## src/hdl/ucld_pkg.sv

```systemverilog
// Shared types, constants and calendar helpers of the UTC clock block.
`default_nettype none
package ucld_pkg;

    localparam int unsigned QueueDepth = 2;

    localparam logic [15:0] MjdFloor  = 16'd15079;
    localparam logic [10:0] QuadDays  = 11'd1461;
    localparam logic [16:0] QuadRecip = 17'd91868;
    localparam int unsigned QuadShift = 27;
    localparam logic [17:0] WeekRecip = 18'd149797;
    localparam int unsigned WeekShift = 20;
    localparam logic [11:0] BaseYear  = 12'd1900;
    localparam logic [5:0]  ZoneUtc   = 6'd24;

    typedef logic [1:0] t_op;
    localparam t_op OP_TICK = 2'd0;
    localparam t_op OP_SET  = 2'd1;
    localparam t_op OP_READ = 2'd2;

    typedef struct packed {
        logic [1:0]  mode;
        logic [7:0]  elapsed_seconds;
        logic [15:0] set_mjd;
        logic [5:0]  set_hours_bcd;
        logic [6:0]  set_minutes_bcd;
        logic [6:0]  set_seconds_bcd;
    } t_in_item;

    typedef struct packed {
        logic        time_valid;
        logic [11:0] year;
        logic [3:0]  month;
        logic [4:0]  day;
        logic [2:0]  weekday;
        logic [4:0]  local_hours;
        logic [5:0]  local_minutes;
        logic [5:0]  clock_seconds;
    } t_out_item;

    typedef struct packed {
        t_op         op;
        logic [7:0]  elapsed;
        logic [15:0] mjd;
        logic [4:0]  hours;
        logic [5:0]  minutes;
        logic [5:0]  seconds;
    } t_cmd;

    typedef struct packed {
        logic [11:0] year;
        logic [3:0]  month;
        logic [4:0]  day;
        logic [2:0]  wd;
    } t_date;

    function automatic logic [5:0] bcd_sat(input logic [6:0] v, input logic [5:0] lim);
        logic [6:0] x;
        x = 7'(v[6:4]) * 7'd10 + 7'(v[3:0]);
        bcd_sat = (x > 7'(lim)) ? lim : x[5:0];
    endfunction

    // Day offset of each month in a year that starts in March.
    function automatic logic [8:0] month_start(input logic [3:0] i);
        case (i)
            4'd0:    month_start = 9'd0;
            4'd1:    month_start = 9'd31;
            4'd2:    month_start = 9'd61;
            4'd3:    month_start = 9'd92;
            4'd4:    month_start = 9'd122;
            4'd5:    month_start = 9'd153;
            4'd6:    month_start = 9'd184;
            4'd7:    month_start = 9'd214;
            4'd8:    month_start = 9'd245;
            4'd9:    month_start = 9'd275;
            4'd10:   month_start = 9'd306;
            4'd11:   month_start = 9'd337;
            default: month_start = 9'd0;
        endcase
    endfunction

    // Years seen here stay within a few centuries of 2000.
    function automatic logic is_leap(input logic [11:0] y);
        is_leap = (y[1:0] == 2'd0) && (y != 12'd1800) && (y != 12'd1900)
                  && (y != 12'd2100) && (y != 12'd2200);
    endfunction

    function automatic logic [4:0] days_in(input logic [11:0] y, input logic [3:0] m);
        case (m)
            4'd2:    days_in = is_leap(y) ? 5'd29 : 5'd28;
            4'd4, 4'd6, 4'd9, 4'd11: days_in = 5'd30;
            default: days_in = 5'd31;
        endcase
    endfunction

    function automatic t_date day_fwd(input t_date a);
        t_date      r;
        logic [5:0] d1;
        r  = a;
        d1 = 6'(a.day) + 6'd1;
        if (d1 > 6'(days_in(a.year, a.month))) begin
            r.day = 5'd1;
            if (a.month >= 4'd12) begin
                r.month = 4'd1;
                r.year  = a.year + 12'd1;
            end else begin
                r.month = a.month + 4'd1;
            end
        end else begin
            r.day = d1[4:0];
        end
        r.wd = (a.wd >= 3'd7) ? 3'd1 : a.wd + 3'd1;
        day_fwd = r;
    endfunction

    function automatic t_date day_bck(input t_date a);
        t_date r;
        r = a;
        if (a.day == 5'd1) begin
            if (a.month == 4'd1) begin
                r.month = 4'd12;
                r.year  = a.year - 12'd1;
            end else begin
                r.month = a.month - 4'd1;
            end
            r.day = days_in(r.year, r.month);
        end else begin
            r.day = a.day - 5'd1;
        end
        r.wd = (a.wd <= 3'd1) ? 3'd7 : a.wd - 3'd1;
        day_bck = r;
    endfunction

endpackage
`default_nettype wire

```

## src/hdl/ucld_if.sv

```systemverilog
// Valid/ready channel interfaces for input items and result items.
`default_nettype none
interface ucld_in_if;
    import ucld_pkg::*;
    logic     valid;
    logic     ready;
    t_in_item payload;
    modport source(output valid, output payload, input ready);
    modport sink(input valid, input payload, output ready);
endinterface

interface ucld_out_if;
    import ucld_pkg::*;
    logic      valid;
    logic      ready;
    t_out_item payload;
    modport source(output valid, output payload, input ready);
    modport sink(input valid, input payload, output ready);
endinterface
`default_nettype wire

```

## src/hdl/utc_clock_local_date_top.sv

```systemverilog
// Top level of the UTC clock with local date and time read-out.
//
//   channel   direction   contents
//   i_in      sink        mode, elapsed seconds, set MJD and BCD h:m:s
//   o_out     source      validity, local date, weekday, local h:m, seconds
//   i_cfg_*   write only  zone code in half hours (24 is UTC)
//
// Each transaction yields one result after it is accepted and has passed the
// back-end sequencer (update, multiply, divide fix-up, date, offset); a new
// command starts once the result register is free.
// The command queue lets the input side keep accepting while the back end works, until it is full.
// Reset is synchronous: clock unset, zone code 24, queue and result emptied.
`default_nettype none
module utc_clock_local_date_top #(
    parameter int unsigned QDepth = ucld_pkg::QueueDepth
) (
    input  wire logic       i_clk,
    input  wire logic       i_rst_n,
    input  wire logic       i_cfg_we,
    input  wire logic [5:0] i_cfg_wdata,
    ucld_in_if.sink         i_in,
    ucld_out_if.source      o_out
);
    import ucld_pkg::*;

    t_cmd push_cmd, head_cmd;
    logic push, full, pop, empty;

    ucld_front u_front (
        .i_in   (i_in),
        .i_full (full),
        .o_cmd  (push_cmd),
        .o_push (push)
    );

    ucld_queue #(.Depth(QDepth)) u_queue (
        .i_clk   (i_clk),
        .i_rst_n (i_rst_n),
        .i_push  (push),
        .i_cmd   (push_cmd),
        .o_full  (full),
        .i_pop   (pop),
        .o_cmd   (head_cmd),
        .o_empty (empty)
    );

    ucld_back u_back (
        .i_clk       (i_clk),
        .i_rst_n     (i_rst_n),
        .i_cfg_we    (i_cfg_we),
        .i_cfg_wdata (i_cfg_wdata),
        .i_cmd       (head_cmd),
        .i_empty     (empty),
        .o_pop       (pop),
        .o_out       (o_out)
    );
endmodule
`default_nettype wire

```

## src/hdl/ucld_front.sv

```systemverilog
// Front end: accepts input transactions and decodes them into commands.
`default_nettype none
module ucld_front (
    ucld_in_if.sink          i_in,
    input  wire logic        i_full,
    output ucld_pkg::t_cmd   o_cmd,
    output logic             o_push
);
    import ucld_pkg::*;

    logic [5:0] hours_sat;

    assign i_in.ready = !i_full;
    assign o_push     = i_in.valid && !i_full;

    always_comb begin
        case (i_in.payload.mode)
            OP_TICK: o_cmd.op = OP_TICK;
            OP_SET:  o_cmd.op = OP_SET;
            default: o_cmd.op = OP_READ;
        endcase
        hours_sat     = bcd_sat({1'b0, i_in.payload.set_hours_bcd}, 6'd23);
        o_cmd.elapsed = i_in.payload.elapsed_seconds;
        o_cmd.mjd     = i_in.payload.set_mjd;
        o_cmd.hours   = hours_sat[4:0];
        o_cmd.minutes = bcd_sat(i_in.payload.set_minutes_bcd, 6'd59);
        o_cmd.seconds = bcd_sat(i_in.payload.set_seconds_bcd, 6'd59);
    end
endmodule
`default_nettype wire

```

## src/hdl/ucld_queue.sv

```systemverilog
// Short command queue between front end and back end.
`default_nettype none
module ucld_queue #(
    parameter int unsigned Depth = ucld_pkg::QueueDepth
) (
    input  wire logic           i_clk,
    input  wire logic           i_rst_n,
    input  wire logic           i_push,
    input  wire ucld_pkg::t_cmd i_cmd,
    output logic                o_full,
    input  wire logic           i_pop,
    output ucld_pkg::t_cmd      o_cmd,
    output logic                o_empty
);
    import ucld_pkg::*;

    localparam int unsigned PtrW = (Depth > 1) ? $clog2(Depth) : 1;
    localparam int unsigned CntW = $clog2(Depth + 1);
    localparam logic [PtrW-1:0] LastPtr = PtrW'(Depth - 1);
    localparam logic [CntW-1:0] Full    = CntW'(Depth);

    t_cmd            r_mem [Depth];
    logic [PtrW-1:0] r_wptr, r_rptr;
    logic [CntW-1:0] r_cnt;
    logic            do_push, do_pop;

    assign o_full  = (r_cnt == Full);
    assign o_empty = (r_cnt == '0);
    assign o_cmd   = r_mem[r_rptr];
    assign do_push = i_push && !o_full;
    assign do_pop  = i_pop && !o_empty;

    always_ff @(posedge i_clk) begin
        if (!i_rst_n) begin
            r_wptr <= '0;
            r_rptr <= '0;
            r_cnt  <= '0;
        end else begin
            if (do_push) begin
                r_wptr <= (r_wptr == LastPtr) ? '0 : r_wptr + PtrW'(1);
            end
            if (do_pop) begin
                r_rptr <= (r_rptr == LastPtr) ? '0 : r_rptr + PtrW'(1);
            end
            if (do_push && !do_pop) begin
                r_cnt <= r_cnt + CntW'(1);
            end else if (do_pop && !do_push) begin
                r_cnt <= r_cnt - CntW'(1);
            end
        end
    end

    always_ff @(posedge i_clk) begin
        if (do_push) begin
            r_mem[r_wptr] <= i_cmd;
        end
    end
endmodule
`default_nettype wire

```

## src/hdl/ucld_back.sv

```systemverilog
// Back end: clock state, MJD to date conversion, zone offset, result register.
`default_nettype none
module ucld_back (
    input  wire logic           i_clk,
    input  wire logic           i_rst_n,
    input  wire logic           i_cfg_we,
    input  wire logic [5:0]     i_cfg_wdata,
    input  wire ucld_pkg::t_cmd i_cmd,
    input  wire logic           i_empty,
    output logic                o_pop,
    ucld_out_if.source          o_out
);
    import ucld_pkg::*;

    localparam logic [2:0] ST_IDLE = 3'd0;
    localparam logic [2:0] ST_MUL  = 3'd1;
    localparam logic [2:0] ST_DIV  = 3'd2;
    localparam logic [2:0] ST_DATE = 3'd3;
    localparam logic [2:0] ST_OFS  = 3'd4;

    logic [2:0]  r_state, n_state;
    logic [5:0]  r_zone;
    logic        r_set, n_set;
    logic [15:0] r_mjd, n_mjd;
    logic [4:0]  r_hours, n_hours;
    logic [5:0]  r_min, n_min;
    logic [5:0]  r_sec, n_sec;

    logic [15:0] r_d;
    logic [32:0] r_prod;
    logic [16:0] r_wx;
    logic [34:0] r_wprod;
    logic [5:0]  r_q;
    logic [10:0] r_rem;
    logic [2:0]  r_wd;
    t_date       r_date;

    logic        r_out_valid;
    t_out_item   r_out;

    assign o_out.valid   = r_out_valid;
    assign o_out.payload = r_out;
    assign o_pop         = (r_state == ST_IDLE) && !i_empty;

    // Clock update on a popped command.
    logic [8:0]  tot;
    logic [2:0]  cmin;
    logic [6:0]  m2;
    always_comb begin
        n_set   = r_set;
        n_mjd   = r_mjd;
        n_hours = r_hours;
        n_min   = r_min;
        n_sec   = r_sec;
        tot     = 9'(r_sec) + 9'(i_cmd.elapsed);
        if (tot >= 9'd300)      cmin = 3'd5;
        else if (tot >= 9'd240) cmin = 3'd4;
        else if (tot >= 9'd180) cmin = 3'd3;
        else if (tot >= 9'd120) cmin = 3'd2;
        else if (tot >= 9'd60)  cmin = 3'd1;
        else                    cmin = 3'd0;
        m2 = 7'(r_min) + 7'(cmin);
        if (o_pop) begin
            case (i_cmd.op)
                OP_TICK: begin
                    if (r_set) begin
                        n_sec = 6'(tot - 9'(cmin) * 9'd60);
                        if (m2 >= 7'd60) begin
                            n_min = 6'(m2 - 7'd60);
                            if (r_hours >= 5'd23) begin
                                n_hours = 5'd0;
                                n_mjd   = r_mjd + 16'd1;
                            end else begin
                                n_hours = r_hours + 5'd1;
                            end
                        end else begin
                            n_min = m2[5:0];
                        end
                    end
                end
                OP_SET: begin
                    n_set   = 1'b1;
                    n_mjd   = i_cmd.mjd;
                    n_hours = i_cmd.hours;
                    n_min   = i_cmd.minutes;
                    n_sec   = i_cmd.seconds;
                end
                default: ;
            endcase
        end
    end

    // Date pieces.
    logic [15:0] mjd_c;
    logic [5:0]  q_n;
    logic [1:0]  yy;
    logic [8:0]  doy;
    logic [11:0] ybase;
    logic [3:0]  mi;
    t_date       n_date;
    always_comb begin
        mjd_c = (r_mjd < MjdFloor) ? MjdFloor : r_mjd;
        q_n   = r_prod[QuadShift +: 6];
        if (r_rem >= 11'd1095)     yy = 2'd3;
        else if (r_rem >= 11'd730) yy = 2'd2;
        else if (r_rem >= 11'd365) yy = 2'd1;
        else                       yy = 2'd0;
        doy   = 9'(r_rem - 11'(yy) * 11'd365);
        ybase = BaseYear + 12'({r_q, 2'b00}) + 12'(yy);
        mi    = 4'd0;
        for (int i = 1; i < 12; i++) begin
            if (doy >= month_start(4'(i))) mi = 4'(i);
        end
        n_date.wd  = r_wd;
        n_date.day = 5'(doy - month_start(mi) + 9'd1);
        if (mi >= 4'd10) begin
            n_date.month = mi - 4'd9;
            n_date.year  = ybase + 12'd1;
        end else begin
            n_date.month = mi + 4'd3;
            n_date.year  = ybase;
        end
    end

    // Zone offset: minutes first, then hours.
    t_date            od;
    logic signed [7:0] smi, sh;
    logic [5:0]       mag;
    logic             pos;
    t_out_item        res;
    always_comb begin
        od  = r_date;
        smi = 8'(r_min);
        sh  = 8'(r_hours);
        pos = r_zone > ZoneUtc;
        mag = pos ? r_zone - ZoneUtc : ZoneUtc - r_zone;
        if (r_zone != ZoneUtc) begin
            if (mag[0]) begin
                smi = pos ? smi + 8'sd30 : smi - 8'sd30;
            end
            if (smi >= 8'sd60) begin
                smi = smi - 8'sd60;
                sh  = sh + 8'sd1;
                if (sh >= 8'sd24) begin
                    sh = sh - 8'sd24;
                    od = day_fwd(od);
                end
            end else if (smi < 8'sd0) begin
                smi = smi + 8'sd60;
                sh  = sh - 8'sd1;
                if (sh < 8'sd0) begin
                    sh = sh + 8'sd24;
                    od = day_bck(od);
                end
            end
            sh = pos ? sh + 8'(mag[5:1]) : sh - 8'(mag[5:1]);
            if (sh < 8'sd0) begin
                sh = sh + 8'sd24;
                od = day_bck(od);
            end else if (sh >= 8'sd24) begin
                sh = sh - 8'sd24;
                od = day_fwd(od);
            end
        end
        res.time_valid    = r_set;
        res.year          = od.year;
        res.month         = od.month;
        res.day           = od.day;
        res.weekday       = od.wd;
        res.local_hours   = sh[4:0];
        res.local_minutes = smi[5:0];
        res.clock_seconds = r_sec;
        if (!r_set) res = '0;
    end

    always_comb begin
        n_state = r_state;
        case (r_state)
            ST_IDLE: if (!i_empty) n_state = ST_MUL;
            ST_MUL:  n_state = ST_DIV;
            ST_DIV:  n_state = ST_DATE;
            ST_DATE: n_state = ST_OFS;
            ST_OFS:  if (!r_out_valid || o_out.ready) n_state = ST_IDLE;
            default: n_state = ST_IDLE;
        endcase
    end

    always_ff @(posedge i_clk) begin
        if (!i_rst_n) begin
            r_state     <= ST_IDLE;
            r_zone      <= ZoneUtc;
            r_set       <= 1'b0;
            r_mjd       <= '0;
            r_hours     <= '0;
            r_min       <= '0;
            r_sec       <= '0;
            r_out_valid <= 1'b0;
        end else begin
            r_state <= n_state;
            if (i_cfg_we) r_zone <= i_cfg_wdata;
            r_set   <= n_set;
            r_mjd   <= n_mjd;
            r_hours <= n_hours;
            r_min   <= n_min;
            r_sec   <= n_sec;
            if (r_state == ST_OFS && (!r_out_valid || o_out.ready)) begin
                r_out_valid <= 1'b1;
            end else if (o_out.ready) begin
                r_out_valid <= 1'b0;
            end
        end
    end

    always_ff @(posedge i_clk) begin
        if (r_state == ST_MUL) begin
            r_d     <= mjd_c - MjdFloor;
            r_prod  <= 33'(mjd_c - MjdFloor) * 33'(QuadRecip);
            r_wx    <= 17'(r_mjd) + 17'd2;
            r_wprod <= 35'(17'(r_mjd) + 17'd2) * 35'(WeekRecip);
        end
        if (r_state == ST_DIV) begin
            r_q   <= q_n;
            r_rem <= 11'(r_d - 16'(q_n) * 16'(QuadDays));
            r_wd  <= 3'(r_wx - 17'(r_wprod[WeekShift +: 15]) * 17'd7) + 3'd1;
        end
        if (r_state == ST_DATE) begin
            r_date <= n_date;
        end
        if (r_state == ST_OFS && (!r_out_valid || o_out.ready)) begin
            r_out <= res;
        end
    end

    assert property (@(posedge i_clk) disable iff (!i_rst_n)
        (r_out_valid && r_out.time_valid) |-> r_set)
        else $error("valid reading from an unset clock");
    assert property (@(posedge i_clk) disable iff (!i_rst_n)
        (r_min <= 6'd59) && (r_sec <= 6'd59) && (r_hours <= 5'd23))
        else $error("clock state out of range");
    assert property (@(posedge i_clk) disable iff (!i_rst_n)
        (r_out_valid && r_out.time_valid) |->
        (r_out.month >= 4'd1 && r_out.month <= 4'd12 && r_out.day != 5'd0))
        else $error("bad local date");
    assert property (@(posedge i_clk) disable iff (!i_rst_n)
        (r_state != ST_IDLE) |=> (r_state != ST_IDLE || $past(r_state) == ST_OFS))
        else $error("sequencer left a command early");
endmodule
`default_nettype wire
```

## src/flat_wrapper.sv

```systemverilog
// flat-port wrapper written by rule: the top's interface ports become plain ports
module utc_clock_local_date_top_flat import ucld_pkg::*;
#(
    parameter int unsigned QDepth = ucld_pkg::QueueDepth
)
  (i_clk, i_rst_n, i_cfg_we, i_cfg_wdata, i_in_valid, i_in_payload, i_in_ready, o_out_valid, o_out_payload, o_out_ready);
  ucld_in_if i_in_i ();
  ucld_out_if o_out_i ();
  input  wire logic i_clk;
  input  wire logic i_rst_n;
  input  wire logic i_cfg_we;
  input  wire logic [5:0] i_cfg_wdata;
  input wire logic [$bits(i_in_i.valid)-1:0] i_in_valid;
  input wire logic [$bits(i_in_i.payload)-1:0] i_in_payload;
  output wire logic [$bits(i_in_i.ready)-1:0] i_in_ready;
  output wire logic [$bits(o_out_i.valid)-1:0] o_out_valid;
  output wire logic [$bits(o_out_i.payload)-1:0] o_out_payload;
  input wire logic [$bits(o_out_i.ready)-1:0] o_out_ready;
  assign i_in_i.valid = i_in_valid;
  assign i_in_i.payload = i_in_payload;
  assign i_in_ready = i_in_i.ready;
  assign o_out_valid = o_out_i.valid;
  assign o_out_payload = o_out_i.payload;
  assign o_out_i.ready = o_out_ready;
  utc_clock_local_date_top #(.QDepth(QDepth)) u_core (.i_clk(i_clk), .i_rst_n(i_rst_n), .i_cfg_we(i_cfg_we), .i_cfg_wdata(i_cfg_wdata), .i_in(i_in_i), .o_out(o_out_i));
endmodule
```

## config.mk

```make
export PLATFORM = sky130hd
export DESIGN_NAME = utc_clock_local_date_top_flat
export DESIGN_NICKNAME = d
export VERILOG_FILES = /design/src/hdl/ucld_pkg.sv /design/src/hdl/ucld_if.sv /design/src/hdl/utc_clock_local_date_top.sv /design/src/hdl/ucld_front.sv /design/src/hdl/ucld_queue.sv /design/src/hdl/ucld_back.sv /design/src/flat_wrapper.sv
export SDC_FILE = /design/constraint.sdc
export NUM_CORES = 1
export LEC_CHECK = 0
export ABC_AREA = 1
export CELL_PAD_IN_SITES_DETAIL_PLACEMENT = 1
export CELL_PAD_IN_SITES_GLOBAL_PLACEMENT = 2
export CORE_UTILIZATION = 40
export DETAILED_ROUTE_END_ITERATION = 8
export DONT_BUFFER_PORTS = 1
export PLACE_DENSITY_LB_ADDON = 0.2
export SYNTH_ARGS = -nofsm -noshare
export SYNTH_HDL_FRONTEND = slang
export SYNTH_HIERARCHICAL = 1
export SYNTH_SLANG_ARGS = --single-unit
export TNS_END_PERCENT = 1
```

## constraint.sdc

```tcl
create_clock -name i_clk -period 15.42 [get_ports i_clk]
set_input_delay 4.626 -clock i_clk [delete_from_list [all_inputs] [get_ports i_clk]]
set_output_delay 4.626 -clock i_clk [all_outputs]
set_load 0.01 [all_outputs]
```

==> flow_metrics.env <==
export IMPL_period_share_pct=60.4
export IMPL_path_delay_family="adder cells"
export IMPL_worstMarginPinSlew_ns=1.07
export IMPL_whs_endpoint="u_core/u_back/r_date[2]"
export IMPL_grt_max_degree=55
export IMPL_required_ns=15.76
export IMPL_ys_ff_latch=244
export IMPL_synth_most_common_cell="nand2_1"
export IMPL_route_detailed_drc=0
export IMPL_critPathKind="reg -> reg"
export IMPL_vias_per_cell=5.27
export IMPL_wl_per_cell_um=19.1
export IMPL_dp_cells=4306
export IMPL_crit_buf_inv=8
export IMPL_setup_tns_ns=0
export IMPL_clockBufferDepth=3
export IMPL_cts_root_buf="clkbuf_16"
export IMPL_grt_pass1_vias=24700
export IMPL_yosys_top_cells_area="edfxtp_1 21%, ha_1 14%, fa_1 13%"
export IMPL_holdWs_ns=0.393
export IMPL_fp_dieH_um=269
export IMPL_cts_buffers=30
export IMPL_area_growth_pct=5.93
export IMPL_final_nets=3967
export IMPL_detail_route_antenna_nets=0
export IMPL_initial_core_util_pct=40.5
export IMPL_grt_pass1_wl_um=135000
export IMPL_drv_cap=0
export IMPL_rows=97
export IMPL_worstHoldStart="u_core/u_back/r_wd[2]"
export IMPL_busiest_layer="met2"
export IMPL_post_cts_setup_buffers=0
export IMPL_io_buffers=0
export IMPL_gr_total_overflow=0
export IMPL_cp_max_fo=12
export IMPL_holdCritPathClass="reg -> reg"
export IMPL_hpwlAfterDp_um=67200
export IMPL_pin_count=101
export IMPL_min_period_ns=9.32
export IMPL_antenna_cells=0
export IMPL_grtUsageMet1_pct=31.5
export IMPL_clock_fmax_mhz=107
export IMPL_arrival_ns=9.66
export IMPL_synth_edf_count=195
export IMPL_syn_nets=4025
export IMPL_stdcell_count=4362
export IMPL_die_area_um2=72300
export IMPL_path_depth=40
export IMPL_synth_avg_cell_area_um2=8.24
export IMPL_final_max_slew_viol_count=0
export IMPL_routed_wl_um=83500
export IMPL_met3_usage_pct=1.97
export IMPL_synth_top_cell_area_share_pct=20.6
export IMPL_cts_sinks=244
export IMPL_r2r_end="u_core/u_back/r_prod[27]"
export IMPL_worstReg2RegStart="u_core/u_back/r_mjd[0]"
export IMPL_syn_area_um2=28500
export IMPL_rsz0062_at_grt="no"
export IMPL_setup_violations_final=0
export IMPL_vias=23000
export IMPL_antenna_found_initial=0
export IMPL_max_stage_delay_ns=0.75
export IMPL_drt_iter0_markers=1116
export IMPL_tritoncts="built"
export IMPL_htreeDepth=1
export IMPL_synthCells=3456
export IMPL_crit_top_cell="nand2_1"
export IMPL_end_kind="flip-flop"
export IMPL_r2r_cells=40
export IMPL_hold_violations=0
export IMPL_async_flop_share_pct=0
export IMPL_globalplace_congestion=0.881
export IMPL_cp_start_kind="flip-flop"
export IMPL_synthFlopType="edfxtp_1"
export IMPL_relSlewSlack_pct=28.3
export IMPL_grt_util_met2_pct=41.2
export IMPL_dr_pass1_iters=5
export IMPL_hold_path_depth=0
export IMPL_clkLatencyLatePin_ns=0.61
export IMPL_ys_warn_count=6
export IMPL_cts_resized_gates=0
export IMPL_die_x_um=269
export IMPL_finClkSkew_ns=0.0301
export IMPL_clkTransAtPathRegs_ns=0.06
export IMPL_grt_usage_pct=23.7
export IMPL_drive_above_1_share_pct=7.10
export IMPL_synth_seq_area_share_pct=24.0
export IMPL_slowest_stage="xnor2_1"
export IMPL_synth_area_leader_cell="edfxtp_1"
export IMPL_synth_cell_types=84
export IMPL_netlist_top_cells_count="670 x nand2_1, 607 x inv_1, 321 x ha_1, 219 x nor2_1, 195 x edfxtp_1"
export IMPL_reg2reg_slack_ns=6.10
export IMPL_coreArea_um2=70300
export IMPL_run_status="completed"
export IMPL_hold_buffers=0
[cells in the final DEF, fill, tap and decap left out, types with 7 or more instances in the layout]
cell	count
nand2_1	670
inv_1	607
ha_1	321
nor2_1	214
edfxtp_1	195
fa_1	191
nand3_1	186
o21ai_0	161
a21oi_1	151
xor2_1	111
nand4_1	50
dfxtp_1	48
xnor2_1	40
mux2_4	40
nor3_1	32
a31oi_1	31
clkbuf_16	30
nand2_2	27
inv_2	24
o211ai_1	23
o21ai_1	17
nor2_2	15
buf_4	13
nand3b_1	11
nor2_4	11
a211oi_1	11
a221oi_1	11
o221ai_1	10
clkinv_1	9
or2_2	9
nor4_1	9
clkbuf_1	8
o21bai_1	8
nand2_4	8
o31ai_1	7
nand3_2	7
[registers in the layout (all words and copies together) (netlist names), 2 cells and up, named ones only]
| signal | count |
|---|---|
| u_core/u_back/r_wd | 3 |
| u_core/u_back/r_prod | 6 |
| u_core/u_back/r_wprod | 3 |
| u_core/u_back/r_sec | 6 |
| u_core/u_queue/r_mem | 86 |
| u_core/u_back/r_d | 11 |
| u_core/u_back/r_mjd | 16 |
| u_core/u_back/r_state | 3 |
| u_core/u_back/r_rem | 11 |
| u_core/u_back/r_zone | 6 |
| u_core/u_back/r_q | 6 |
| u_core/u_back/r_hours | 5 |
| u_core/u_queue/r_cnt | 2 |
| u_core/u_back/r_date | 24 |
| u_core/u_back/o_out.payload | 42 |
| u_core/u_back/r_min | 6 |
| u_core/u_back/r_wx | 3 |
[worst reg2reg max path: cells and delay by family, from the launching register on]
kind	cells	cell delay, ns
fa+ha+maj	9	3.76
simple gates	14	1.67
compound gates	7	1.24
xor+xnor	2	0.90
buf+inv	8	0.84
flops	1	0.64
[stage by stage]
step / worst slack (ns) / util (%) / area [um^2]
floorplan: 7.53 / - / 28500
global placement: 6.48 / 41.4 / 29100
detailed placement: 6.13 / 41.4 / 29100
CTS: 6.08 / 42.9 / 30200
global route: 5.23 / 42.9 / 30200
finish: 6.10 / 42.9 / 30200
[worst max path at each step]
| stage | slack [ns] | from | to |
|---|---|---|---|
| floorplan | 7.53 | u_core/u_back/r_mjd[0] | u_core/u_back/r_prod[27] |
| detailed placement | 6.13 | u_core/u_back/r_mjd[0] | u_core/u_back/r_prod[27] |
| global placement | 6.48 | u_core/u_back/r_mjd[0] | u_core/u_back/r_prod[27] |
| finish | 6.10 | u_core/u_back/r_mjd[0] | u_core/u_back/r_prod[27] |
| global route | 5.23 | u_core/u_back/r_mjd[0] | u_core/u_back/r_prod[27] |
| CTS | 6.08 | u_core/u_back/r_mjd[0] | u_core/u_back/r_prod[27] |
[cell type report]
cell class                 count  area (um^2)
clock buffer                  38          781
sequential                   244         6840
clock inverter                18          277
timing repair buffer          13         97.6
inverter                     639         2410
tap                          940         1180
multi-input combinational   2470        18600
fill                        8400        40100
[layer usage]
layer,share of wire [%],routed length [um],up-vias
met5,0,0,-
met4,2.3,1910,0
met3,2.6,2140,91
met2,49,40700,288
met1,46,38700,11400
li1,-,-,11200
[cell families (layout without fill, tap and decap cells)]
logic type               count (synthesis)  after routing  share of synthesized area [%]
flip-flops                             244            244                           24.0
adder cells (fa/ha/maj)                512            512                           27.5
XOR/XNOR                               155            155                           4.95
AND/OR/NAND/NOR                       1276           1276                           20.4
multiplexers                            46             46                           2.33
buffers and inverters                  742            708                           10.9
AO/OA/AOI/OAI                          481            481                           9.94
Power is left out: the tool's default activity adds up to more than one toggle a clock period on the data nets, which glitch-free logic cannot reach.
